File: config.mk
export PLATFORM = sky130hd
export DESIGN_NAME = motor_setpoint_slew_ramp_unit
export DESIGN_NICKNAME = d
export VERILOG_FILES = /design/src/hdl/msr_pkg.sv /design/src/hdl/motor_setpoint_slew_ramp_unit.sv /design/src/hdl/msr_target.sv /design/src/hdl/msr_ramp.sv /design/src/hdl/msr_speed.sv
export SDC_FILE = /design/constraint.sdc
export NUM_CORES = 1
export LEC_CHECK = 0
export ABC_AREA = 1
export BUFFER_PORTS_ARGS = -buffer_cell sky130_fd_sc_hd__buf_2
export CAP_MARGIN = 0
export CORE_MARGIN = 2
export CORE_UTILIZATION = 50
export CTS_BUF_LIST = sky130_fd_sc_hd__clkbuf_8
export DETAILED_ROUTE_END_ITERATION = 8
export PLACE_DENSITY_LB_ADDON = 0.05
export SYNTH_ARGS = -nofsm -noshare
export SYNTH_HDL_FRONTEND = slang
export SYNTH_SLANG_ARGS = --single-unit
export TNS_END_PERCENT = 5
File: constraint.sdc
create_clock -name i_clk -period 14.79 [get_ports i_clk]
set_input_delay 2.958 -clock i_clk [delete_from_list [all_inputs] [get_ports i_clk]]
set_output_delay 2.958 -clock i_clk [all_outputs]
set_load 0.03 [all_outputs]
File: src/hdl/msr_pkg.sv
// Shared types and constants for the motor setpoint slew ramp.
package msr_pkg;

    localparam int VAL_W      = 11;
    localparam int STEP_W     = 8;
    localparam int CFG_IDX_W  = 2;

    typedef logic [VAL_W-1:0]  t_val;
    typedef logic [STEP_W-1:0] t_step;

    // Button flags of one request, applied in field order.
    typedef struct packed {
        logic up;
        logic mirror;
        logic down;
    } t_btn;

    localparam t_val BUTTON_STEP = t_val'(32);

    localparam logic [CFG_IDX_W-1:0] CFG_FULL_SCALE = 2'd0;
    localparam logic [CFG_IDX_W-1:0] CFG_RAMP_STEP  = 2'd1;

    localparam t_val  FULL_SCALE_RST = t_val'(512);
    localparam t_step RAMP_STEP_RST  = t_step'(8);
    localparam t_val  TARGET_RST     = t_val'(256);
    localparam t_val  POSITION_RST   = t_val'(256);

endpackage

File: src/hdl/motor_setpoint_slew_ramp_unit.sv
// Top level of the motor setpoint slew ramp: request and result stages, state, config.
//
//  Channel | Handshake                  | Payload
//  --------+----------------------------+---------------------------------------------
//  cfg     | i_cfg_we                   | i_cfg_idx, i_cfg_data
//  in      | i_in_valid / o_in_ready    | i_press_up, i_press_mirror, i_press_down,
//          |                            | i_ramp_tick
//  out     | o_out_valid / i_out_ready  | o_motor_speed, o_forward_led, o_reverse_led,
//          |                            | o_target_now, o_position_now
//
//  One request per cycle while results drain; a taken request is held in the
//  request register, then moved to the output register. The target and position
//  registers close a loop through the button and ramp logic, which sets that rate.
//  Synchronous active-low reset restores full_scale, ramp_step, target and position.
//  A stalled result holds in the output register; the request stage keeps accepting
//  while that register is free or being drained.
module motor_setpoint_slew_ramp_unit import msr_pkg::*; (
    input  logic                    i_clk,
    input  logic                    i_rst_n,
    input  logic                    i_cfg_we,
    input  logic [CFG_IDX_W-1:0]    i_cfg_idx,
    input  logic [VAL_W-1:0]        i_cfg_data,
    input  logic                    i_in_valid,
    output logic                    o_in_ready,
    input  logic                    i_press_up,
    input  logic                    i_press_mirror,
    input  logic                    i_press_down,
    input  logic                    i_ramp_tick,
    output logic                    o_out_valid,
    input  logic                    i_out_ready,
    output logic signed [VAL_W-1:0] o_motor_speed,
    output logic                    o_forward_led,
    output logic                    o_reverse_led,
    output logic [VAL_W-1:0]        o_target_now,
    output logic [VAL_W-1:0]        o_position_now
);

    t_val  r_full_scale;
    t_step r_ramp_step;
    t_val  r_target;
    t_val  r_position;

    logic  r_in_vld;
    t_btn  r_in_btn;
    logic  r_in_tick;

    logic                    r_out_vld;
    logic signed [VAL_W-1:0] r_speed;
    logic                    r_fwd;
    logic                    r_rev;
    t_val                    r_out_target;
    t_val                    r_out_position;

    logic                    adv;
    t_val                    n_target;
    t_val                    n_position;
    logic signed [VAL_W-1:0] n_speed;
    logic                    n_fwd;
    logic                    n_rev;

    // move the held request into the result register when it is free or draining
    assign adv        = r_in_vld && (!r_out_vld || i_out_ready);
    assign o_in_ready = !r_in_vld || adv;

    always_ff @(posedge i_clk) begin
        if (!i_rst_n) begin
            r_full_scale <= FULL_SCALE_RST;
            r_ramp_step  <= RAMP_STEP_RST;
        end else if (i_cfg_we) begin
            case (i_cfg_idx)
                CFG_FULL_SCALE: r_full_scale <= i_cfg_data;
                CFG_RAMP_STEP:  r_ramp_step  <= i_cfg_data[STEP_W-1:0];
                default: ;
            endcase
        end
    end

    always_ff @(posedge i_clk) begin
        if (!i_rst_n) begin
            r_in_vld <= 1'b0;
        end else if (o_in_ready) begin
            r_in_vld <= i_in_valid;
        end
    end

    always_ff @(posedge i_clk) begin
        if (i_in_valid && o_in_ready) begin
            r_in_btn  <= '{up: i_press_up, mirror: i_press_mirror, down: i_press_down};
            r_in_tick <= i_ramp_tick;
        end
    end

    msr_target u_target (
        .i_full_scale (r_full_scale),
        .i_target     (r_target),
        .i_btn        (r_in_btn),
        .o_target     (n_target)
    );

    msr_ramp u_ramp (
        .i_full_scale (r_full_scale),
        .i_step       (r_ramp_step),
        .i_tick       (r_in_tick),
        .i_target     (n_target),
        .i_position   (r_position),
        .o_position   (n_position)
    );

    msr_speed u_speed (
        .i_full_scale (r_full_scale),
        .i_position   (n_position),
        .o_speed      (n_speed),
        .o_fwd        (n_fwd),
        .o_rev        (n_rev)
    );

    always_ff @(posedge i_clk) begin
        if (!i_rst_n) begin
            r_target   <= TARGET_RST;
            r_position <= POSITION_RST;
            r_out_vld  <= 1'b0;
        end else begin
            if (adv) begin
                r_target   <= n_target;
                r_position <= n_position;
                r_out_vld  <= 1'b1;
            end else if (i_out_ready) begin
                r_out_vld  <= 1'b0;
            end
        end
    end

    always_ff @(posedge i_clk) begin
        if (adv) begin
            r_speed        <= n_speed;
            r_fwd          <= n_fwd;
            r_rev          <= n_rev;
            r_out_target   <= n_target;
            r_out_position <= n_position;
        end
    end

    assign o_out_valid    = r_out_vld;
    assign o_motor_speed  = r_speed;
    assign o_forward_led  = r_fwd;
    assign o_reverse_led  = r_rev;
    assign o_target_now   = r_out_target;
    assign o_position_now = r_out_position;

    a_state_matches_result: assert property (@(posedge i_clk) disable iff (!i_rst_n)
        r_out_vld |-> (r_out_target == r_target && r_out_position == r_position))
        else $error("result does not match the stored target and position");

    a_leds_follow_sign: assert property (@(posedge i_clk) disable iff (!i_rst_n)
        r_out_vld |-> (r_rev == r_speed[VAL_W-1] &&
                       r_fwd == (!r_speed[VAL_W-1] && r_speed != '0)))
        else $error("direction flags disagree with the speed");

    a_no_take_when_blocked: assert property (@(posedge i_clk) disable iff (!i_rst_n)
        (r_in_vld && r_out_vld && !i_out_ready) |-> !o_in_ready)
        else $error("request taken while both stages are blocked");

    a_state_holds_when_idle: assert property (@(posedge i_clk) disable iff (!i_rst_n)
        !adv |=> ($stable(r_target) && $stable(r_position)))
        else $error("state changed without a request moving through");

endmodule

File: src/hdl/msr_target.sv
// Button handling: up, mirror and down applied to the target in order.
module msr_target import msr_pkg::*; (
    input  t_val i_full_scale,
    input  t_val i_target,
    input  t_btn i_btn,
    output t_val o_target
);

    logic [VAL_W:0] up_sum;
    t_val           t_up;
    t_val           fs_even;
    t_val           t_mir;
    t_val           t_dn;

    always_comb begin
        up_sum = {1'b0, i_target} + {1'b0, BUTTON_STEP};
        if (i_btn.up) begin
            t_up = (up_sum <= {1'b0, i_full_scale}) ? up_sum[VAL_W-1:0] : i_full_scale;
        end else begin
            t_up = i_target;
        end

        // reflect about the midpoint, saturate at zero
        fs_even = {i_full_scale[VAL_W-1:1], 1'b0};
        if (i_btn.mirror) begin
            t_mir = (t_up > fs_even) ? '0 : fs_even - t_up;
        end else begin
            t_mir = t_up;
        end

        if (i_btn.down) begin
            t_dn = (t_mir >= BUTTON_STEP) ? t_mir - BUTTON_STEP : '0;
        end else begin
            t_dn = t_mir;
        end
        o_target = t_dn;
    end

endmodule

File: src/hdl/msr_ramp.sv
// Ramp tick: snap at the ends or move the position one step toward the target.
module msr_ramp import msr_pkg::*; (
    input  t_val  i_full_scale,
    input  t_step i_step,
    input  logic  i_tick,
    input  t_val  i_target,
    input  t_val  i_position,
    output t_val  o_position
);

    t_val           step_ext;
    logic [VAL_W:0] t_plus_st;
    logic [VAL_W:0] p_plus_st;
    logic           near_low;
    logic           near_high;
    t_val           diff_tp;
    t_val           diff_pt;

    always_comb begin
        step_ext  = {{(VAL_W-STEP_W){1'b0}}, i_step};
        t_plus_st = {1'b0, i_target} + {1'b0, step_ext};
        p_plus_st = {1'b0, i_position} + {1'b0, step_ext};
        near_low  = (i_target < step_ext) && (i_position < step_ext);
        // x > fs - step, rewritten as x + step > fs to stay unsigned
        near_high = (t_plus_st > {1'b0, i_full_scale}) &&
                    (p_plus_st > {1'b0, i_full_scale});
        diff_tp   = i_target - i_position;
        diff_pt   = i_position - i_target;

        o_position = i_position;
        if (i_tick) begin
            if (near_low) begin
                o_position = '0;
            end else if (near_high) begin
                o_position = i_full_scale;
            end else if ((i_target > i_position) && (diff_tp >= step_ext)) begin
                o_position = i_position + step_ext;
            end else if ((i_target < i_position) && (diff_pt >= step_ext)) begin
                o_position = i_position - step_ext;
            end
        end
    end

endmodule

File: src/hdl/msr_speed.sv
// Drive value: midpoint minus position, saturated, with direction flags.
module msr_speed import msr_pkg::*; (
    input  t_val              i_full_scale,
    input  t_val              i_position,
    output logic signed [VAL_W-1:0] o_speed,
    output logic              o_fwd,
    output logic              o_rev
);

    logic signed [VAL_W:0] diff;

    always_comb begin
        diff = $signed({2'b00, i_full_scale[VAL_W-1:1]}) - $signed({1'b0, i_position});
        // midpoint never exceeds the positive limit, only clip below
        if (diff < -$signed((VAL_W+1)'(1 << (VAL_W-1)))) begin
            o_speed = {1'b1, {(VAL_W-1){1'b0}}};
        end else begin
            o_speed = diff[VAL_W-1:0];
        end
        o_fwd = !o_speed[VAL_W-1] && (o_speed != '0);
        o_rev = o_speed[VAL_W-1];
    end

endmodule

# == Word level (Yosys, flattened, before mapping) ==
# Cells that the tools add are included.
# word_totals
ff_bits,82
in_bits,22
out_inout_bits,37
# classes
n_addsub,10
order_cmp,12
n_eq_ne,1
muxes,14
n_reduce_logical,17
# ops
op,n
2-to-1 mux 11 bit,12
subtractor 11 bit,3
adder 11 x 8 -> 12 bit,2
greater-than comparator 12 x 11 -> 1 bit,2
>= comparator 11 x 8 -> 1 bit,2
greater-than comparator 11 bit,2
< comparator 11 x 8 -> 1 bit,2
"adder 11 x 6 -> 12 bit, second input constant",1
<= comparator 12 x 11 -> 1 bit,1
"< comparator 12 x 11 -> 1 bit, second input constant",1
subtractor 10 x 11 -> 12 bit,1
adder 11 x 8 -> 11 bit,1
">= comparator 11 x 6 -> 1 bit, second input constant",1
< comparator 11 bit,1
nonzero test 11 bit,1
"subtractor 11 x 6 -> 11 bit, second input constant",1
subtractor 11 x 8 -> 11 bit,1
logical AND 1 bit,7
AND reduction 2 bit,2
logical NOT 1 bit,3
"== test 2 x 1 -> 1 bit, second input constant",1
logical NOT 2 bit,1
logical OR 1 bit,2
2-to-1 mux 1 bit,2
nonzero test 2 bit,1

# == Logic depth before layout (Yosys ltp) ==
# Gate-level depths: netlist of run 1.
# depth
depth_word,23
ltp_mapped,77

# == Hierarchy ==
# Synthesis of run 1 repeated with hierarchy kept, for this count alone.
# unflattened
cells_unflattened,1499
area_unflattened_um2,9804.4
# modules_own_cells
module,instances,cells_per_inst,area_per_inst_um2,seq_area_each_um2
msr_ramp,1,706,4150.2,0.0
motor_setpoint_slew_ramp_unit,1,313,3017.9,2031.9
msr_target,1,317,1744.2,0.0
msr_speed,1,163,892.1,0.0

# == Worst setup path after synthesis of run 1 ==
# No wires, ideal clock.
# synth_path
path_kind,register to register
from,reg r_target[5]
to,"reg r_fwd (netlist: o_forward_led), data pin"
t_arrival_ns,8.901
t_required_ns,14.530
slack_ns,5.629
stages_incl_launch_ff,67
path_buffers,3
synth_period_minus_slack_ns,9.161
path_cell_list,dfxtp_1 > ha_1 > nand3_2 > xnor2_1 > ha_1 > inv_1 > nor2_1 > nand2_1 > nor2_2 > nand3b_2 > nand2_1 > buf_2 > a21oi_1 > o21ai_0 > o21ai_0 > ha_1 > a21oi_1 > nor2_1 > (+31 left out) > o21ai_0 > o21ai_0 > ha_1 > fa_1 > nor2_1 > nor2_1 > nand2_1 > nand3_1 > nand2_1 > nand2_1 > nand2_1 > nand2_1 > nand2_1 > inv_1 > o21ai_2 > nand3_1 > nor2_1 > nor2_1
# synth_between
elab_chain_len,23
word_cells_on_any_way,36
classes_between,add/sub (7); order compare (10); mux (12); reduce/logical (7)
# synth_lines
element,line,text
from (decl),motor_setpoint_slew_ramp_unit.sv:40,t_val r_target;
from (signal assigned),motor_setpoint_slew_ramp_unit.sv:124,r_target <= n_target;
adder 11 x 6 -> 12 bit,msr_target.sv:16,"up_sum = {1'b0, i_target} + {1'b0, BUTTON_STEP};"
<= comparator 12 x 11 -> 1 bit,msr_target.sv:18,"t_up = (up_sum <= {1'b0, i_full_scale}) ? up_sum[VAL_W-1:0] : i_full_scale;"
2-to-1 mux 11 bit,msr_target.sv:18,
2-to-1 mux 11 bit *,msr_target.sv:17,if (i_btn.up) begin
subtractor 11 bit or greater-than comparator 11 bit (tied branches),msr_target.sv:26,t_mir = (t_up > fs_even) ? '0 : fs_even - t_up;
2-to-1 mux 11 bit,msr_target.sv:26,
2-to-1 mux 11 bit *,msr_target.sv:25,if (i_btn.mirror) begin
subtractor 11 x 6 -> 11 bit or >= comparator 11 x 6 -> 1 bit (tied branches),msr_target.sv:32,t_dn = (t_mir >= BUTTON_STEP) ? t_mir - BUTTON_STEP : '0;
(+2 left out),--,
via n_target[1],motor_setpoint_slew_ramp_unit.sv:55,t_val n_target;
(+7 left out),--,
2-to-1 mux 11 bit *,msr_ramp.sv:31,if (i_tick) begin
via n_position[0],motor_setpoint_slew_ramp_unit.sv:56,t_val n_position;
subtractor 10 x 11 -> 12 bit *,msr_speed.sv:13,"diff = $signed({2'b00, i_full_scale[VAL_W-1:1]}) - $signed({1'b0, i_position});"
< comparator 12 x 11 -> 1 bit,msr_speed.sv:15,if (diff < -$signed((VAL_W+1)'(1 << (VAL_W-1)))) begin
2-to-1 mux 11 bit *,msr_speed.sv:15,
nonzero test 11 bit or logical NOT 1 bit (tied branches),msr_speed.sv:20,o_fwd = !o_speed[VAL_W-1] && (o_speed != '0);
logical AND 1 bit *,msr_speed.sv:20,
via n_fwd,motor_setpoint_slew_ramp_unit.sv:58,logic n_fwd;
to (signal assigned),motor_setpoint_slew_ramp_unit.sv:136,r_fwd <= n_fwd;
to (decl),motor_setpoint_slew_ramp_unit.sv:49,logic r_fwd;
# Mark *: on every way through the listed nets, which the timed path passes. The rest lies on a longest branch.
# A chain may end at the register's enable or synchronous reset.

# == Worst setup path in the final report of run 1 ==
# layout_path
from,reg r_target[7]
to,"reg r_fwd (netlist: o_forward_led), data pin"
# Same word-level chain as after synthesis.

==> results.md, run 1 <==
* Most frequent cells in the layout: nand2_1 (209), inv_1 (186), ha_1 (117)
* Worst Max-Slew Pin Slew at 1090 ps
* Largest net degree at the start of global routing at 53
* Post CTS Setup Buffer Count at 0
* Synth Register Bits at 81
* Final setup viols at 0
* Fin Hold WS at 514.1 ps
* Std-Cell Rows at 47
* Placed wire-length estimate at 19790 µm
* Most used DFF post-synth: dfxtp_1
* Post-synth design cell area at 0.008367 mm²
* Kind of critical path: reg2reg
* Initial antenna violation count at 0
* Longest Clk Path Bufs at 2
* Pins over their slew limit at 0
* Worst-path clk slew at 80 ps
* Vias in the first global route at 7295
* Cell mode on critical path: nand2_1
* Sequential element share of the synthesized area at 23.93%
* Min-Delay Path Class: reg2reg
* Fin. Hold Viols at 0
* DRC at 0
* Ys async rst share at 0%
* WP data arrival at 11180 ps
* Total GRT Usage at 28.36%
* Clock sinks at 81
* First DRT Iteration DRCs at 608
* EDFF count, synth at 38
* Pre-Repair DR Iteration Count at 5
* Initial Util at 50.81%
* Area leader, netlist: ha_1
* CP startpoint kind: register
* Worst path slowest cell: o21ai_0
* CTS tree: built
* WL final at 24680 µm
* CP endpoint kind: register
* Rel. slew slack at 27.33%
* Slowest stage delay, CP at 470 ps
* Diodes inserted at 0
* Worst Clk Skew at 22.15 ps
* R2R Setup Slk at 3750 ps
* Area added between synthesis and finish at 7.627%
* Worst EP required at 14930 ps
* RSZ-0062 raised after global routing: no
* Vert. Die Dim at 133.4 µm
* Num CTS Buffers at 9
* Average wire per standard cell at 17.57 µm
* Count of hold-fix buffers inserted at cts at 0
* Core Footprint at 0.01647 mm²
* Max VDD drop at 0.00008142 V
* Maxcap violations at 0
* Synthesis Warnings at 0
* Max Freq at 90.55 MHz
* Die area at 0.01778 mm²
* Antenna viol nets, final at 0
* Final period util at 74.67%
* Port Buf Inserts at 58
* Most common cell after layout, fill and taps aside: nand2_1
* Avg Inst Size Synth at 7.333 µm²
* PD cells at 156.0 mW/mm²
* Syn Nets at 1287
* Overflow after GRT at 0
* Netlist cell types at 58
* Synth top area share at 17.50%
* CTS root buffer: clkbuf_8
* Fraction of layout cells with a size suffix above 1 at 10.97%
* Global-route wire length before repair at 39340 µm
* Crit Path Max Fanout at 19
* Via count at 7666
* Vias per cell at 5.456
* Post-cts sizing count at 0
* Clk Latency, worst-skew pair at 390 ps
* Status: complete, no violations
* Die W at 133.4 µm
* Mapped Cells at 1141
* H-tree depth at 3
* Tmin final at 11040 ps
* Setup TNS at 0 ps
* Nets at 1327
* IO Count at 59
* Leakage at 4.621 nW
* Synth top area cells: ha_1 (17%), edfxtp_1 (14%), dfxtp_1 (10%)
* GP Congestion at 0.9181
==> critical path, delay by kind of cell (launching register included) <==
kind | cells | cell delay [ps]
simple gates | 31 | 4100
compound gates | 19 | 3690
fa+ha+maj | 6 | 1830
buf+inv | 4 | 440
flops | 1 | 410
xor+xnor | 2 | 320
==> final timing paths <==
| path | from | end | cells past startpoint |
|---|---|---|---|
| min reg2reg | o_out_valid | o_out_valid | 2 |
| max | r_target[7] | o_forward_led | 62 |
| min | o_out_valid | o_out_valid | 2 |
| max reg2reg | r_target[7] | o_forward_led | 62 |
==> power by group <==
group	internal (W)	switching [W]
registers	0.000282	0.0000210
clock network	0.0000975	0.0000904
logic	0.000315	0.000599
total	0.000694	0.000711
==> area by class of cell <==
cell class / instances / area (µm²)
fill: 1664 / 7461
multi-input combinational: 837 / 5499
sequential: 81 / 2002
inverter: 194 / 728.2
timing repair buffer: 58 / 290.3
tap: 220 / 275.3
clock buffer: 10 / 137.6
clock inverter: 5 / 72.57
==> metal layers <==
layer	part of all wire (%)	routed length, µm	track usage, %
met5	0	0	0
met2	44	10860	44.62
met3	5.7	1402	4.224
met4	1.8	440	8.392
met1	49	11980	40.37
==> sequential cells by signal, summed over array words and instances, names as in the netlist <==
signal	flops
o_position_now	11
r_in_vld	1
o_forward_led	1
r_ramp_step	8
r_target	11
r_position	11
r_in_btn	3
r_full_scale	11
o_target_now	11
r_in_tick	1
o_out_valid	1
o_motor_speed	11
==> Yosys cell counts, drive strengths merged, types with 6 or more instances <==
| library cell | count |
|---|---|
| nand2 | 224 |
| inv | 193 |
| ha | 117 |
| a21oi | 109 |
| o21ai | 88 |
| nor2 | 73 |
| nand3 | 65 |
| dfxtp | 43 |
| xor2 | 40 |
| edfxtp | 38 |
| clkbuf | 23 |
| o21bai | 16 |
| o211ai | 15 |
| nand4 | 13 |
| nor3 | 9 |
| xnor2 | 9 |
| a211oi | 8 |
| fa | 7 |
| nand3b | 7 |
| buf | 6 |
==> kinds of logic (layout without fill, tap and decap cells) <==
logic type / count (synthesis) / after routing / share of synthesized area, %
flops: 81 / 81 / 23.93
simple gates: 400 / 400 / 22.95
xor+xnor: 49 / 49 / 5.129
mux: 2 / 2 / 0.2393
compound gates: 262 / 262 / 18.23
fa+ha+maj: 124 / 124 / 19.17
buf+inv: 223 / 267 / 10.35
==> metrics by stage <==
step                       power, W  util, %  area (µm²)  cells  worst slack [ps]
after floorplan           0.0009998        -        8367   1141              5629
after global placement     0.001207    53.41        8795   1390              4093
after detailed placement   0.001205    53.41        8795   1390              3898
after CTS                  0.001397    54.69        9005   1405              3897
after global routing       0.001538    54.69        9005   1405              2520
final                      0.001405    54.69        9005   1405              3746
Power figures use the tool's default switching activity.
==> inputs of run 2 (changes only) <==
--- a/config.mk
+++ b/config.mk
@@ -5,7 +5,7 @@
 export SDC_FILE = /design/constraint.sdc
 export NUM_CORES = 1
 export LEC_CHECK = 0
-export ABC_AREA = 1
+export ABC_AREA = 0
 export BUFFER_PORTS_ARGS = -buffer_cell sky130_fd_sc_hd__buf_2
 export CAP_MARGIN = 0
 export CORE_MARGIN = 2
==> constraint.sdc (replaced) <==
create_clock -name i_clk -period 11.08 [get_ports i_clk]
set_input_delay 2.216 -clock i_clk [delete_from_list [all_inputs] [get_ports i_clk]]
set_output_delay 2.216 -clock i_clk [all_outputs]
set_load 0.03 [all_outputs]
==> results.md, run 2 <==
* Count of hold-fix buffers inserted at cts at 0 (unchanged)
* Most frequent cells in the layout: buf_4 (191), ha_1 (108), nor2_1 (98) (was nand2_1 (209), inv_1 (186), ha_1 (117))
* Diodes inserted at 0 (unchanged)
* Netlist cell types at 96 (was 58)
* Ys async rst share at 0% (unchanged)
* Overflow after GRT at 0 (unchanged)
* Mapped Cells at 1146 (was 1141)
* Rel. slew slack at 17.45% (was 27.33%)
* DRC at 0 (unchanged)
* Synth top area share at 16.01% (was 17.50%)
* CP startpoint kind: register (unchanged)
* Synth Register Bits at 81 (unchanged)
* Status: complete, no violations (unchanged)
* Most used routing layer in global routing: met2 (unchanged)
* Largest net degree at the start of global routing at 61 (was 53)
* M3 GR Usage at 3.957% (was 4.224%)
* IO Count at 59 (unchanged)
* PD cells at 238.4 mW/mm² (was 156.0 mW/mm²)
* Worst EP required at 11320 ps (was 14930 ps)
* Slowest stage delay, CP at 410 ps (was 470 ps)
* Storage cell area at 0.002009 mm² (was 0.002002 mm²)
* Kind of critical path: reg2reg (unchanged)
* Fraction of layout cells with a size suffix above 1 at 29.17% (was 10.97%)
* Nets at 1509 (was 1327)
* Setup TNS at 0 ps (unchanged)
* Worst path slowest cell: or3_4 (was o21ai_0)
* Most common cell after layout, fill and taps aside: buf_4 (was nand2_1)
* Core Footprint at 0.01796 mm² (was 0.01647 mm²)
* CTS root buffer: clkbuf_8 (unchanged)
* Vias in the first global route at 9058 (was 7295)
* Maxcap violations at 0 (unchanged)
* Syn Nets at 1292 (was 1287)
* Via count at 9645 (was 7666)
* Crit Path Max Fanout at 4 (was 19)
* Die W at 139.3 µm (was 133.4 µm)
* Clk Latency, worst-skew pair at 390 ps (about the same)
* Total GRT Usage at 33.07% (was 28.36%)
* Avg Inst Size Synth at 7.981 µm² (was 7.333 µm²)
* Synth top area cells: ha_1 (16%), edfxtp_1 (12%), dfxtp_1 (9.4%) (was ha_1 (17%), edfxtp_1 (14%), dfxtp_1 (10%))
* Initial antenna violation count at 0 (unchanged)
* Synthesis Warnings at 0 (unchanged)
* Std-Cell Rows at 49 (was 47)
* Worst Max-Slew Pin Slew at 1233 ps (was 1090 ps)
* Clock sinks at 81 (unchanged)
* Vias per cell at 6.039 (was 5.456)
* # fillers at 1597 (was 1664)
* EDFF count, synth at 38 (unchanged)
* Die area at 0.01939 mm² (was 0.01778 mm²)
* Count leader, synth: ha_1 (was nand2_1)
* Non-filler cells, final at 1597 (was 1405)
* Port Buf Inserts at 58 (unchanged)
* Final setup viols at 0 (unchanged)
* Met2 usage at 54.95% (was 44.62%)
* GP Congestion at 0.9452 (was 0.9181)
* Global-route wire length before repair at 50500 µm (was 39340 µm)
* H-tree depth at 3 (unchanged)
* Antenna viol nets, final at 0 (unchanged)
* Leakage at 5.327 nW (was 4.621 nW)
* Max Freq at 92.15 MHz (was 90.55 MHz)
* Fin Hold WS at 545.2 ps (was 514.1 ps)
* Placed wire-length estimate at 25830 µm (was 19790 µm)
* Worst Clk Skew at 13.36 ps (was 22.15 ps)
* Pre-Repair DR Iteration Count at 6 (was 5)
* Post-synth design cell area at 0.009146 mm² (was 0.008367 mm²)
* Area of the multi-input gates at 0.007168 mm² (was 0.005499 mm²)
* R2R Setup Slk at 230 ps (was 3750 ps)
* CTS tree: built (unchanged)
* Global routing usage on met1 at 44.80% (was 40.37%)
* Initial Util at 50.92% (was 50.81%)
* Placed Area at 0.01085 mm² (was 0.008795 mm²)
* Worst-path clk slew at 100 ps (was 80 ps)
* WL final at 33340 µm (was 24680 µm)
* First DRT Iteration DRCs at 824 (was 608)
* Area added between synthesis and finish at 29.07% (was 7.627%)
* Max VDD drop at 0.0001899 V (was 0.00008142 V)
* Synth cell count leaders: ha_1 (117), nor2_1 (106), inv_1 (95) (was nand2_1 (209), inv_1 (185), ha_1 (117))
* Average wire per standard cell at 20.88 µm (was 17.57 µm)
* Placed cells at 1556 (was 1390)
* Final period util at 97.95% (was 74.67%)
* Min-Delay Path Class: reg2reg (unchanged)
* Most used DFF post-synth: dfxtp_1 (unchanged)
* Sequential element share of the synthesized area at 21.89% (was 23.93%)
* Area leader, netlist: ha_1 (unchanged)
* Num CTS Buffers at 9 (unchanged)
* Vert. Die Dim at 139.3 µm (was 133.4 µm)
* Power, Total at 0.002814 W (was 0.001405 W)
* CP endpoint kind: register (unchanged)
* Post-route cell area at 0.01181 mm² (was 0.009005 mm²)
* Tmin final at 10850 ps (was 11040 ps)
* Fin. Hold Viols at 0 (unchanged)
* Pins over their slew limit at 0 (unchanged)
* Longest Clk Path Bufs at 2 (unchanged)
* WP data arrival at 11090 ps (was 11180 ps)
-- run 2: changes by cell type after synthesis, moves of 22 or more --
cell	before	now
o21ai_0	83	48
xnor2_1	9	34
a21o_1	1	24
nor2_1	64	106
nand2_1	209	91
nand3_1	50	23
a21oi_1	108	86
xor2_1	40	16
nor2b_1	0	38
inv_1	185	95
-- run 2: path summary, 6_finish.rpt --
kind | to | cells past startpoint | from
max | o_forward_led | 57 | r_target[5]
max reg2reg | o_forward_led | 57 | r_target[5]
min reg2reg | o_out_valid | 1 | r_in_vld
min | o_out_valid | 1 | r_in_vld
-- run 2: per-stage QoR --
| stage | worst slack (ps) | util, % |
|---|---|---|
| floorplan | 26.26 | - |
| global placement | -307.7 | 60.37 |
| finish | 227.7 | 65.72 |
| global route | -271.6 | 65.72 |
| CTS | 24.08 | 61.94 |
| detailed placement | -532.8 | 60.37 |
-- run 2: power by group --
part	leakage (nW)	switching, W	total, W	internal, W
Combinational	4.51	0.00117	0.00217	0.000992
Sequential	0.715	0.0000285	0.000419	0.000391
Clock	0.100	0.000136	0.000229	0.0000930
Total	5.33	0.00134	0.00281	0.00148
-- run 2: layout make-up --
class / instances / area share, %
multi-input combinational: 920 / 60.72
sequential: 81 / 17.02
timing repair buffer: 254 / 15.08
inverter: 97 / 3.116
tap: 229 / 2.427
clock buffer: 10 / 1.166
clock inverter: 6 / 0.4663
-- run 2: cell families (layout without fill, tap and decap cells) --
logic type	Yosys count	in the layout	synth area share, %
adders and majority gates	127	127	17.87
muxes	14	14	1.573
buffers and inverters	146	367	6.361
AOI/OAI and AO/OA	347	348	26.81
and+or+nand+nor	381	381	20.71
DFF	81	81	21.89
xor gates and xnor gates	50	50	4.788
-- run 2: timing repair --
item | 4_1_cts | 5_1_grt
hold endpoints to repair | 0 | 0
resized for setup | 13 | 117
setup endpoints to repair | 12 | 12
cloned | 0 | 1
buffers inserted | 4 | 21
pin swaps | 4 | 59
-- run 2: critical path, delay by kind of cell (launching register included) --
kind	cells	cell delay, ps
xor+xnor	2	300
mux	2	550
flops	1	380
buf+inv	6	860
fa+ha+maj	8	1990
simple gates	16	2400
compound gates	23	4250
-- run 2: routing by layer --
metal	vias up	wire length, µm
li1	4590	-
met4	0	1140
met5	-	0
met2	378	15470
met1	4597	14740
met3	80	1982
==> inputs of run 3 (changes only) <==
--- a/config.mk
+++ b/config.mk
@@ -8,8 +8,10 @@
 export ABC_AREA = 0
 export BUFFER_PORTS_ARGS = -buffer_cell sky130_fd_sc_hd__buf_2
 export CAP_MARGIN = 0
+export CELL_PAD_IN_SITES_DETAIL_PLACEMENT = 0
+export CELL_PAD_IN_SITES_GLOBAL_PLACEMENT = 2
 export CORE_MARGIN = 2
-export CORE_UTILIZATION = 50
+export CORE_UTILIZATION = 39
 export CTS_BUF_LIST = sky130_fd_sc_hd__clkbuf_8
 export DETAILED_ROUTE_END_ITERATION = 8
 export PLACE_DENSITY_LB_ADDON = 0.05
==> results.md, run 3 (synthesis results as in run 2) <==
* Status: complete, no violations (unchanged)
* Maxcap violations at 0 (unchanged)
* Final setup viols at 0 (unchanged)
* Pins over their slew limit at 0 (unchanged)
* Worst Clk Skew at 18.18 ps (was 13.36 ps)
* Vias per cell at 5.523 (was 6.039)
* Largest net degree at the start of global routing at 47 (was 61)
* Clock sinks at 81 (unchanged)
* CTS tree: built (unchanged)
* Std-Cell Rows at 56 (was 49)
* Fraction of layout cells with a size suffix above 1 at 29.96% (was 29.17%)
* Nets at 1503 (was 1509)
* # fillers at 2346 (was 1597)
* Fin Hold WS at 536.5 ps (was 545.2 ps)
* Placed wire-length estimate at 27420 µm (was 25830 µm)
* Crit Path Max Fanout at 8 (was 4)
* Initial Util at 39.32% (was 50.92%)
* CP startpoint kind: register (unchanged)
* Tmin final at 10670 ps (was 10850 ps)
* H-tree depth at 3 (unchanged)
* Total GRT Usage at 27.75% (was 33.07%)
* Min-Delay Path Class: reg2reg (unchanged)
* Num CTS Buffers at 9 (unchanged)
* Slowest stage delay, CP at 420 ps (was 410 ps)
* First DRT Iteration DRCs at 609 (was 824)
* CTS root buffer: clkbuf_8 (unchanged)
* Vert. Die Dim at 157.1 µm (was 139.3 µm)
* Leakage at 5.236 nW (was 5.327 nW)
* Final period util at 96.27% (was 97.95%)
* GP Congestion at 0.8761 (was 0.9452)
* CP endpoint kind: register (unchanged)
* Die W at 157.1 µm (was 139.3 µm)
* Non-filler cells, final at 1681 (was 1597)
* Worst-path clk slew at 100 ps (about the same)
* Worst Max-Slew Pin Slew at 1063 ps (was 1233 ps)
* Max Freq at 93.75 MHz (was 92.15 MHz)
* Via count at 9285 (was 9645)
* Diodes inserted at 0 (unchanged)
* DRC at 0 (unchanged)
* Power, Total at 0.002809 W (was 0.002814 W)
* PD cells at 237.9 mW/mm² (was 238.4 mW/mm²)
* Core Footprint at 0.02326 mm² (was 0.01796 mm²)
* Pre-Repair DR Iteration Count at 7 (was 6)
* Setup TNS at 0 ps (unchanged)
* Area added between synthesis and finish at 29.12% (was 29.07%)
* Most frequent cells in the layout: buf_4 (187), ha_1 (107), nor2_1 (96) (was buf_4 (191), ha_1 (108), nor2_1 (98))
* Rel. slew slack at 27.33% (was 17.45%)
* WL final at 33990 µm (was 33340 µm)
* Die area at 0.02469 mm² (was 0.01939 mm²)
* Global-route wire length before repair at 51430 µm (was 50500 µm)
* Most common cell after layout, fill and taps aside: buf_4 (unchanged)
* Kind of critical path: reg2reg (unchanged)
* WP data arrival at 10900 ps (was 11090 ps)
* Worst EP required at 11320 ps (about the same)
* Placed cells at 1646 (was 1556)
* Count of hold-fix buffers inserted at cts at 0 (unchanged)
* Worst path slowest cell: or3_4 (unchanged)
* Port Buf Inserts at 58 (unchanged)
* Clk Latency, worst-skew pair at 390 ps (about the same)
* Max VDD drop at 0.0001985 V (was 0.0001899 V)
* Storage cell area at 0.002006 mm² (was 0.002009 mm²)
* Antenna viol nets, final at 0 (unchanged)
* Overflow after GRT at 0 (unchanged)
* Vias in the first global route at 8947 (was 9058)
* Area of the multi-input gates at 0.007093 mm² (was 0.007168 mm²)
* Longest Clk Path Bufs at 2 (unchanged)
* Average wire per standard cell at 20.22 µm (was 20.88 µm)
* IO Count at 59 (unchanged)
* Initial antenna violation count at 0 (unchanged)
* Cell mode on critical path: nand3_2
* Fin. Hold Viols at 0 (unchanged)
## run 3: cell types whose count changed in the layout (fill, tap and decap cells not counted), sizes merged
| cell | change |
|---|---|
| inv | -3 |
| clkinvlp | +2 |
| bufinv | +1 |
| clkinv | +1 |
| buf | -5 |
| a32o | -1 |
| clkbuf | -1 |
## run 3: per-layer routing
| metal | vias to the layer above | routed length [µm] | global-route usage (%) |
|---|---|---|---|
| met5 | - | 0 | 0 |
| met3 | 60 | 1359 | 4.020 |
| met2 | 201 | 16730 | 48.27 |
| met4 | 0 | 1191 | 11.13 |
| li1 | 4589 | - | - |
| met1 | 4435 | 14710 | 34.50 |
## run 3: final cells by class
type | instances | share of cell area [%]
repair buffers | 249 | 14.73
well taps | 319 | 3.380
clock buffers | 9 | 1.049
flip-flops and latches | 81 | 16.98
multi-input cells | 919 | 60.06
inverters | 97 | 3.136
clock inverters | 7 | 0.6674
## run 3: repair_timing
item,in CTS,in global routing
endpoints found under the setup margin,12,12
resized for setup,14,118
setup buffers,0,19
cloned,0,0
pin swaps,4,69
endpoints found under the hold margin,0,0
## run 3: path summary, 6_finish.rpt
check | from | endpoint | cells after the start | slack (ps)
min | r_in_vld | o_out_valid | 1 | 540
max reg2reg | r_target[7] | o_forward_led | 57 | 410
max | r_target[7] | o_forward_led | 57 | 410
min reg2reg | r_in_vld | o_out_valid | 1 | 540
## run 3: through the flow
stage               utilization (%)  setup WS [ps]  cell area (µm²)
floorplan                         -          26.26             9209
global route                  50.77         -69.01            11810
CTS                           48.21          9.290            11220
finish                        50.77          412.8            11810
detailed placement            47.11         -216.7            10960
global placement              47.11         -141.1            10960
## run 3: report_power, final
group | total, W | internal (W) | switching (W)
Combinational | 0.00215 | 0.000992 | 0.00116
Clock | 0.000237 | 0.000107 | 0.000130
Sequential | 0.000420 | 0.000391 | 0.0000287
Total | 0.00281 | 0.00149 | 0.00132
## run 3: worst max-delay path: cells and delay by family, from the launching register on
kind            cells  cell delay, ps
xor+xnor            3             530
fa+ha+maj           8            2170
simple gates       14            2090
mux                 2             610
buf+inv             8            1000
flops               1             370
compound gates     22            3720
